[src/rtl/core/srsp_pkg.sv]
// shared types and constants of the shard range segment planner
package srsp_pkg;

  localparam int unsigned MaxBatch = 65536;
  localparam int unsigned BoffW    = $clog2(MaxBatch + 1);

  typedef enum logic [1:0] {
    REQ_CLEAR  = 2'd0,
    REQ_APPEND = 2'd1,
    REQ_SAMPLE = 2'd2,
    REQ_NONE   = 2'd3
  } req_e;

  typedef enum logic [1:0] {
    KIND_ACK = 2'd0,
    KIND_SEG = 2'd1,
    KIND_ERR = 2'd2
  } kind_e;

  typedef enum logic [2:0] {
    ERR_OK      = 3'd0,
    ERR_RANGE   = 3'd1,
    ERR_GAP     = 3'd2,
    ERR_TABLE   = 3'd3,
    ERR_TOOLONG = 3'd4
  } err_e;

  typedef struct packed {
    logic latch;
    logic table_op;
    logic chk;
    logic srch_rd;
    logic srch_cmp;
    logic end_rd;
    logic end_cmp;
    logic merge;
    logic final_emit;
  } cmd_t;

  typedef struct packed {
    logic [1:0] in_req;
    logic       out_free;
    logic       skip;
    logic       srch_done;
    logic       lo_zero;
    logic       merge_emit;
    logic       last;
  } sts_t;

endpackage

[src/rtl/core/srsp_ctrl.sv]
// controller state machine of the shard range segment planner
module srsp_ctrl (
  input  logic          clk_i,
  input  logic          rst_ni,
  input  logic          in_valid_i,
  output logic          in_ready_o,
  input  srsp_pkg::sts_t sts_i,
  output srsp_pkg::cmd_t cmd_o
);

  typedef enum logic [8:0] {
    ST_IDLE     = 9'b000000001,
    ST_TABLE    = 9'b000000010,
    ST_CHK      = 9'b000000100,
    ST_SRCH_RD  = 9'b000001000,
    ST_SRCH_CMP = 9'b000010000,
    ST_END_RD   = 9'b000100000,
    ST_END_CMP  = 9'b001000000,
    ST_MERGE    = 9'b010000000,
    ST_FINAL    = 9'b100000000
  } state_e;

  state_e state_q, state_d;

  assign in_ready_o = (state_q == ST_IDLE);

  always_comb begin
    state_d = state_q;
    cmd_o   = '0;
    case (state_q)
      ST_IDLE: begin
        if (in_valid_i) begin
          cmd_o.latch = 1'b1;
          case (sts_i.in_req)
            srsp_pkg::REQ_CLEAR, srsp_pkg::REQ_APPEND: state_d = ST_TABLE;
            srsp_pkg::REQ_SAMPLE: state_d = ST_CHK;
            default: state_d = ST_IDLE;
          endcase
        end
      end
      ST_TABLE: begin
        if (sts_i.out_free) begin
          cmd_o.table_op = 1'b1;
          state_d = ST_IDLE;
        end
      end
      ST_CHK: begin
        cmd_o.chk = 1'b1;
        state_d   = ST_SRCH_RD;
      end
      ST_SRCH_RD: begin
        if (sts_i.skip) begin
          state_d = ST_MERGE;
        end else if (sts_i.srch_done) begin
          state_d = ST_END_RD;
        end else begin
          cmd_o.srch_rd = 1'b1;
          state_d = ST_SRCH_CMP;
        end
      end
      ST_SRCH_CMP: begin
        cmd_o.srch_cmp = 1'b1;
        state_d = ST_SRCH_RD;
      end
      ST_END_RD: begin
        cmd_o.end_rd = 1'b1;
        state_d = sts_i.lo_zero ? ST_MERGE : ST_END_CMP;
      end
      ST_END_CMP: begin
        cmd_o.end_cmp = 1'b1;
        state_d = ST_MERGE;
      end
      ST_MERGE: begin
        if (!sts_i.merge_emit || sts_i.out_free) begin
          cmd_o.merge = 1'b1;
          state_d = sts_i.last ? ST_FINAL : ST_IDLE;
        end
      end
      ST_FINAL: begin
        if (sts_i.out_free) begin
          cmd_o.final_emit = 1'b1;
          state_d = ST_IDLE;
        end
      end
      default: state_d = ST_IDLE;
    endcase
  end

  always_ff @(posedge clk_i or negedge rst_ni) begin
    if (!rst_ni) begin
      state_q <= ST_IDLE;
    end else begin
      state_q <= state_d;
    end
  end

endmodule

[config.mk]
export PLATFORM = sky130hd
export DESIGN_NAME = srsp_ctrl
export DESIGN_NICKNAME = d
export VERILOG_FILES = /design/src/rtl/core/srsp_pkg.sv /design/src/rtl/core/srsp_ctrl.sv
export SDC_FILE = /design/constraint.sdc
export NUM_CORES = 1
export LEC_CHECK = 0
export BUFFER_PORTS_ARGS = -buffer_cell sky130_fd_sc_hd__buf_4
export CORE_UTILIZATION = 45
export DETAILED_ROUTE_END_ITERATION = 16
export PLACE_DENSITY = 0.71
export SYNTH_ARGS = -nofsm -noshare
export SYNTH_HDL_FRONTEND = slang
export SYNTH_SLANG_ARGS = --single-unit
[constraint.sdc]
create_clock -name clk_i -period 3.3 [get_ports clk_i]
set_input_delay 0.66 -clock clk_i [delete_from_list [all_inputs] [get_ports clk_i]]
set_output_delay 0.66 -clock clk_i [all_outputs]
set_load 0.005 [all_outputs]
[Word level (Yosys, flattened, before mapping)]
Cells that the tools add are included.
Storage, ports and cells
  logic and storage cells: 45
  memories: 0
  RAM bits: 0
  input bits: 11
  register bits after elaboration: 9
  output and inout port bits: 10
  memory bits (read-only): 0
  latch bits: 0
Operators by class
  reduce and logical (&&, ||, !) cells: 7
  $add $sub $neg: 0
  bitwise gates (word level): 0
  $lt $le $gt $ge: 0
  muxes and demuxes: 23
  shifts and indexed selects: 0
  equal/unequal tests: 14
  divide/modulo/power cells: 0
  multipliers: 0
Operator list (count)
  $pmux 9 s7: 1
  $mux 9: 5
  $mux 1: 14
  $eq 9x1->1 const B: 1
  $eq 9x2->1 const B: 1
  $eq 9x3->1 const B: 1
  $eq 9x4->1 const B: 1
  $eq 9x5->1 const B: 1
  $eq 9x6->1 const B: 1
  $eq 9x7->1 const B: 1
  $eq 9x8->1 const B: 1
  $eq 9x9->1 const B: 1
  $mux 8: 1
  $mux 6: 1
  $pmux 3 s2: 1
  $reduce_or 2->1: 3
  $ne 2x2->1 const B: 2
  $reduce_and 3->1: 1
  $eq 2x1->1 const B: 1
  $eq 2x2->1 const B: 1
  $logic_not 2->1: 1
  $ne 2x1->1 const B: 1
  $logic_not 1->1: 1
  $logic_or 1x1->1: 1

[Depth between registers and ports, before layout]
Gate-level depths: netlist of the first run.
  word-level depth: 5
  depth in mapped cells: 5

[Worst setup path after synthesis of the first run]
Ideal clock, no wire load.
  path kind: register to output
  start point: reg state_q[5]
  end point: out cmd_o[7] (netlist bit)
  slack: 1.377 ns
  stages on the path, launching flop included: 4
  data required time: 2.640 ns
  arrival: 1.263 ns
  buffers on the path: 0
  path through: dfrtp_1 nor4_4 nand3_1 nor4b_1
RTL lines
  start: declaration: RTL line srsp_ctrl.sv:23  | state_e state_q, state_d;
  start signal: assignment: RTL line srsp_ctrl.sv:93  | state_q <= state_d;
  end: declaration: RTL line srsp_ctrl.sv:8  | output srsp_pkg::cmd_t cmd_o

==> impl_results.md, run 1 <==
- Setup violators final: 0
- Post-CTS Resized: 0
- Count of pins over their slew limit: 0
- Number of failing hold endpoints at the final stage: 0
- Crit share post-route: about 73%
- Area growth from synthesis to final layout: 26.9%
- Number of synthesized register bits: 9
- Count of synthesis-stage warnings from yosys: 0
- Clock tree from TritonCTS: built
- Slew at the pin with the worst max-slew slack: 0.444 ns
- EDFF count, synth: 0
- Pleak: between 0.4 and 0.5 nW
- Clock net sink count: 9
- Vias: a little under 700
- Number of flip-flops under the largest register name: 9
- Top-area cell type share of the netlist area: between 20 and 30%
- Kind of end point of the critical path: output pin
- Number of maximum-capacitance constraint violations: 0
- Time the worst path needs with I/O delays and setup: 2.42 ns
- Worst EP required: 2.64 ns
- Routability cong.: approximately 0.88
- Number of buffers inserted during clock tree synthesis: 3
- Final Skew: about 0.0023 ns
- Type of the worst setup path: flop to output pin
- Crit Reg-Reg Startpoint: state_q[5]
- GRT Overall Usage: between 20% and 30%
- Clock transition at the registers of the reported paths: 0.06 ns
- Worst setup path endpoint: cmd_o[5]
- Register with the highest flop count: state_q
- Remaining design rule violation count: 0
- Total inserted antenna cells: 0
- I/O pin count: 21
- Mean routed wirelength per cell: between 10 and 15 um
- Relative slew slack: a little over two thirds
- Proportion of layout cells with a drive suffix above 1: 35.4%
- Result of the run: finished clean
- Overflow after GRT: 0
- Capture instance of the worst register-to-register path: state_q[0]
- Number of nets in the synthesized netlist: 86
- Registers with the most flip-flops: state_q: 9 flops
- Setup repair after global routing missed its margin: no
- Dominant cell type by area after synthesis: dfrtp_1
- Kind of start point of the critical path: flop
- Total Wirelength: ~1600 um
- Worst setup path start: state_q[5]
- Post-synthesis async set-or-reset flop share: between 90% and 100%
- Buffers on Ports: 20
- Core Util, Final: between 60 and 70%
- Initial antenna violation count: 0
- Post-Syn Area: just under 700 um^2
- Part of the Yosys area used for sequential elements: about a third
- P per Cell Area: 458 mW/mm^2
- Worst IR drop on VDD: around 210 uV
- Core area: 0.00135 mm^2
- Post-synthesis cell count: 75
- Wire length of the first global-routing pass: about 2500 um
- Total Die Area: between 0.0015 and 0.002 mm^2
- Layout Nets: around 110
- Primary FF master, synth: dfrtp_1
- Number of H-tree levels: 1
- Ratio of routed vias to standard cells: 6.07
- Setup repair bufs after CTS: 0
- Arrival time of the worst setup path: around 1.8 ns
- Per-instance average area after synthesis: a little over 9 um^2
- Flop-to-flop setup slack: approximately 1.7 ns
- Number of global-route vias before repair: between 500 and 600
- Clock latency on the worst-skew pair: between 0.2 and 0.3 ns
- Clock root buffer: clkbuf_4
- Cell variety after synth: 36
- DPL Wire Length: between 1000 and 1500 um
- Initial standard-cell utilization of the core: roughly 51%
- Cell Rows: 13
- Total of hold buffers inserted after clock tree synthesis: 0
- Number of search-and-repair iterations in the first detailed-routing pass: 4
- Highest-count cells in the layout ignoring fill and taps: 20 x buf_4, 8 x nor2_1, 8 x dfrtp_1
- Cell types occupying the most area after synthesis: dfrtp_1 29%, nor4_4 6.2%, nor4_1 5.5%
- Initial DRC count: 5
- Post-route ant nets: 0
- Die W: 41.0 um
- Min-Delay Path Class: input pin to async pin
- Vert. Die Dim: slightly above 40 um
- Cell depth of the worst flop-to-flop path: 4
- Maximum buffer depth of the clock tree: 2
- CP Max Fanout: 6
- Fmax: 0.413 GHz
- Largest net degree at the start of global routing: 10
- Most common library cell in the layout ignoring fill and taps: buf_4
- Total negative slack for setup checks: 0 ns
-- synthesized netlist by cell type, drive strengths merged (2+ instances only) --
library cell,instances
a21boi,2
nand2,7
xor2,2
nor3,3
dfrtp,8
nor2,8
clkbuf,3
and4b,2
nand4,2
nor2b,4
inv,3
o21ai,2
nor4,8
nand2b,2
and3,2
nand3,3
-- final cells by class --
type                            instances  area, um^2
Inverter                                3        11.3
Fill cell                             127         483
Timing Repair Buffer                   20         150
Sequential cell                         9         226
Multi-Input combinational cell         60         434
Tap cell                               15        18.8
Clock buffer                            4        26.3
-- per-stage QoR --
stage | area (um^2) | power (mW) | instances | setup WS [ns] | hold WS, ns
final | 867 | 0.397 | 111 | 0.880 | 0.211
after global routing | 867 | 0.424 | 111 | 0.768 | 0.206
after CTS | 867 | 0.397 | 111 | 0.859 | 0.211
after detailed placement | 841 | 0.308 | 107 | 1.18 | 0.494
after global placement | 841 | 0.306 | 107 | 1.23 | 0.493
after floorplan | 683 | 0.254 | 75 | 1.38 | 0.364
-- cells by family (layout without fill, tap and decap cells) --
family / Yosys count / in the layout / synth area share (%)
AOI/OAI and AO/OA: 12 / 12 / 14.8
DFF: 9 / 9 / 33.2
buffers and inverters: 6 / 27 / 3.30
and+or+nand+nor: 46 / 46 / 46.2
xor gates and xnor gates: 2 / 2 / 2.56
-- critical path, cell delays in order (launching register included) --
cell and delay (ns):
dfrtp_1 0.48, nor4_4 0.44, nand3b_2 0.19, nor4_1 0.22, buf_4 0.16
-- how the worst min path moves through the flow --
stage	startpoint	endpoint	cells after the start
after CTS	rst_ni	state_q[2]	1
after detailed placement	rst_ni	state_q[6]	1
after floorplan	rst_ni	state_q[1]	0
final	rst_ni	state_q[2]	1
after global placement	rst_ni	state_q[3]	1
after global routing	rst_ni	state_q[6]	1
-- metal layers --
layer	up-vias	track usage (%)	wire length (um)
li1	324	-	-
met1	322	32.9	770
met2	23	34.4	753
met3	5	6.52	87
met4	0	7.50	19
met5	-	0	0
-- report_power, final --
part           leakage [nW]  switching, mW  total [mW]  internal, mW
clock                0.0150         0.0404      0.0872        0.0467
combinational         0.296         0.0792       0.156        0.0766
sequential            0.121         0.0281       0.154         0.126
Power figures use the tool's default switching activity.
==> run 2, diff against run 1 <==
--- a/config.mk
+++ b/config.mk
@@ -5,6 +5,7 @@
 export SDC_FILE = /design/constraint.sdc
 export NUM_CORES = 1
 export LEC_CHECK = 0
+export ABC_AREA = 1
 export BUFFER_PORTS_ARGS = -buffer_cell sky130_fd_sc_hd__buf_4
 export CORE_UTILIZATION = 45
 export DETAILED_ROUTE_END_ITERATION = 16
==> constraint.sdc (replaced) <==
create_clock -name clk_i -period 2.5 [get_ports clk_i]
set_input_delay 0.5 -clock clk_i [delete_from_list [all_inputs] [get_ports clk_i]]
set_output_delay 0.5 -clock clk_i [all_outputs]
set_load 0.005 [all_outputs]
==> impl_results.md, run 2 <==
- Result of the run: finished clean
- Post-Syn Area: 723 um^2 (+5.9%)
- Post-synthesis async set-or-reset flop share: 100% (unchanged)
- Total Die Area: 0.00177 mm^2 (+5.6%)
- Top-area cell type share of the netlist area: 27.7% (-1.6 points)
- DPL Wire Length: 1330 um (+8.8%)
- Count of pins over their slew limit: 0 (unchanged)
- Initial DRC count: 22 (+17)
- Time the worst path needs with I/O delays and setup: about 2.1 ns
- GRT Overall Usage: 20.2% (-3.3 points)
- Number of search-and-repair iterations in the first detailed-routing pass: 4 (unchanged)
- Register with the highest flop count: state_q
- Mean routed wirelength per cell: 10.0 um (-32%)
- Most common library cell in the layout ignoring fill and taps: nand2_1
- Number of maximum-capacitance constraint violations: 0 (unchanged)
- Arrival time of the worst setup path: 1.59 ns (-0.17 ns)
- Post-CTS Resized: 0 (unchanged)
- Setup repair bufs after CTS: 0 (unchanged)
- Proportion of layout cells with a drive suffix above 1: 36.6% (+1.2 points)
- Vert. Die Dim: 42.1 um (+2.7%)
- Number of failing hold endpoints at the final stage: 0 (unchanged)
- Highest-count cells in the layout ignoring fill and taps: 22 x nand2_1, 21 x nor2_1, 20 x buf_4
- Worst IR drop on VDD: 454 uV (+120%)
- Number of buffers inserted during clock tree synthesis: 3 (unchanged)
- Post-synthesis cell count: 110 (+47%)
- Type of the worst setup path: flop to output pin
- Core Util, Final: 61.0% (-3.2 points)
- Die W: 42.1 um (+2.7%)
- Number of H-tree levels: 1 (unchanged)
- Relative slew slack: 82.0% (+12 points)
- Area growth from synthesis to final layout: 27.2%
- Core area: 0.00151 mm^2 (+12%)
- Total inserted antenna cells: 0 (unchanged)
- Setup violators final: 0 (unchanged)
- Worst EP required: 2.00 ns (-0.64 ns)
- Total Wirelength: 1500 um (-7.9%)
- Crit share post-route: between 80% and 90%
- Clock tree from TritonCTS: built
- Fmax: between 0.4 and 0.5 GHz
- Final Skew: 0.00511 ns (+0.00280 ns)
- Kind of start point of the critical path: flop
- EDFF count, synth: 0 (unchanged)
- Registers with the most flip-flops: state_q: 9 flops
- Pleak: 0.551 nW (+27%)
- Most instantiated library cell after synthesis: nand2_1
- Maximum buffer depth of the clock tree: 2 (unchanged)
- Ratio of routed vias to standard cells: 4.68 (-23%)
- P per Cell Area: 713 mW/mm^2 (+56%)
- Clock transition at the registers of the reported paths: 0.06 ns (about the same)
- Wire length of the first global-routing pass: 2640 um (+5.2%)
- Initial standard-cell utilization of the core: 48.0% (-2.6 points)
- Setup repair after global routing missed its margin: no
- Buffers on Ports: 20 (unchanged)
- Overflow after GRT: 0 (unchanged)
- Number of global-route vias before repair: 640 (+18%)
- Cell types occupying the most area after synthesis: dfrtp_1 28%, nand2_1 11%, nor2_1 11%
- CP Max Fanout: 5 (-1)
- Total negative slack for setup checks: 0 ns (unchanged)
- Number of synthesized register bits: 9 (unchanged)
- Clock latency on the worst-skew pair: 0.26 ns (about the same)
- Cell variety after synth: 21 (-42%)
- Total of hold buffers inserted after clock tree synthesis: 0 (unchanged)
- Number of flip-flops under the largest register name: 9 (unchanged)
- Clock root buffer: clkbuf_4
- Routability cong.: 0.785 (-10%)
- Count of synthesis-stage warnings from yosys: 0 (unchanged)
- Initial antenna violation count: 0 (unchanged)
- Cell Rows: 14 (+1)
- Vias: 702 (+4.2%)
- Per-instance average area after synthesis: 6.57 um^2 (-28%)
- Fill cell instance count of the final layout: 164 (+29%)
- Post-route ant nets: 0 (unchanged)
- Largest net degree at the start of global routing: 10 (unchanged)
- Dominant cell type by area after synthesis: dfrtp_1
- Slew at the pin with the worst max-slew slack: 0.268 ns (-0.176 ns)
- Layout Nets: 146 (+35%)
- Top cells by count, synth: 22 x nand2_1, 21 x nor2_1, 19 x inv_1, 9 x nand2_2, 8 x dfrtp_1
- Kind of end point of the critical path: output pin
- Remaining design rule violation count: 0 (unchanged)
- Number of nets in the synthesized netlist: 121 (+41%)
- Clock net sink count: 9 (unchanged)
- I/O pin count: 21 (unchanged)
- Min-Delay Path Class: input pin to async pin
- Primary FF master, synth: dfrtp_1
- Part of the Yosys area used for sequential elements: 31.3% (-1.8 points)
run 2: worst paths after layout:
kind	startpoint	end	slack, ns	cells after the start
setup / recovery	state_q[5]	cmd_o[5]	0.41	7
hold / removal	rst_ni	state_q[5]	0.05	1
setup reg to reg	state_q[0]	state_q[2]	1.13	6
hold reg to reg	state_q[8]	state_q[8]	0.58	2
max in group asynchronous	rst_ni	state_q[0]	2.24	1
min in group clk_i	sts_i[2]	state_q[6]	0.39	2
run 2: routing by layer:
layer | vias to the layer above | share of wire [%] | track usage (%)
li1 | 378 | - | -
met1 | 302 | 46 | 26.0
met2 | 17 | 49 | 32.8
met3 | 5 | 3.4 | 2.59
met4 | 0 | 2.4 | 11.3
met5 | - | 0 | 0
run 2: cells by family after synthesis:
logic type / count (synthesis) / share of synthesized area (%)
and+or+nand+nor: 75 / 54.2
buffers and inverters: 23 / 11.9
DFF: 9 / 31.3
AOI/OAI and AO/OA: 3 / 2.59
run 2: critical path, cell delays in order (launching register included):
cell and delay [ns]:
dfrtp_1 0.41, nor2_2 0.17, inv_2 0.10, nor2_8 0.14, nand2_2 0.06, or2_4 0.24, nor2_1 0.09, buf_4 0.11
run 2: stage by stage:
step / hold WS (ns) / cell area, um^2 / instances / setup WS (ns) / total power [mW]
after floorplan: 0.204 / 723 / 110 / 0.855 / 0.445
after global placement: 0.328 / 893 / 146 / 0.729 / 0.550
after detailed placement: 0.328 / 893 / 146 / 0.689 / 0.552
after CTS: 0.0423 / 920 / 150 / 0.388 / 0.665
after global routing: 0.0408 / 920 / 150 / 0.304 / 0.719
final: 0.0470 / 920 / 150 / 0.412 / 0.656
run 2: area by class of cell:
| class | count | area, um^2 | share of cell area [%] |
|---|---|---|---|
| Inverter | 23 | 86.3 | 9.39 |
| Clock buffer | 4 | 26.3 | 2.86 |
| Sequential cell | 9 | 226 | 24.6 |
| Timing Repair Buffer | 20 | 150 | 16.3 |
| Tap cell | 16 | 20.0 | 2.18 |
| Multi-Input combinational cell | 78 | 410 | 44.6 |
run 2: where the power goes:
| group | total, mW | internal (mW) | leakage (nW) | switching, mW |
|---|---|---|---|---|
| sequential | 0.194 | 0.176 | 0.121 | 0.0183 |
| clock | 0.110 | 0.0614 | 0.0150 | 0.0488 |
| combinational | 0.351 | 0.133 | 0.415 | 0.218 |
| total | 0.656 | 0.371 | 0.551 | 0.285 |
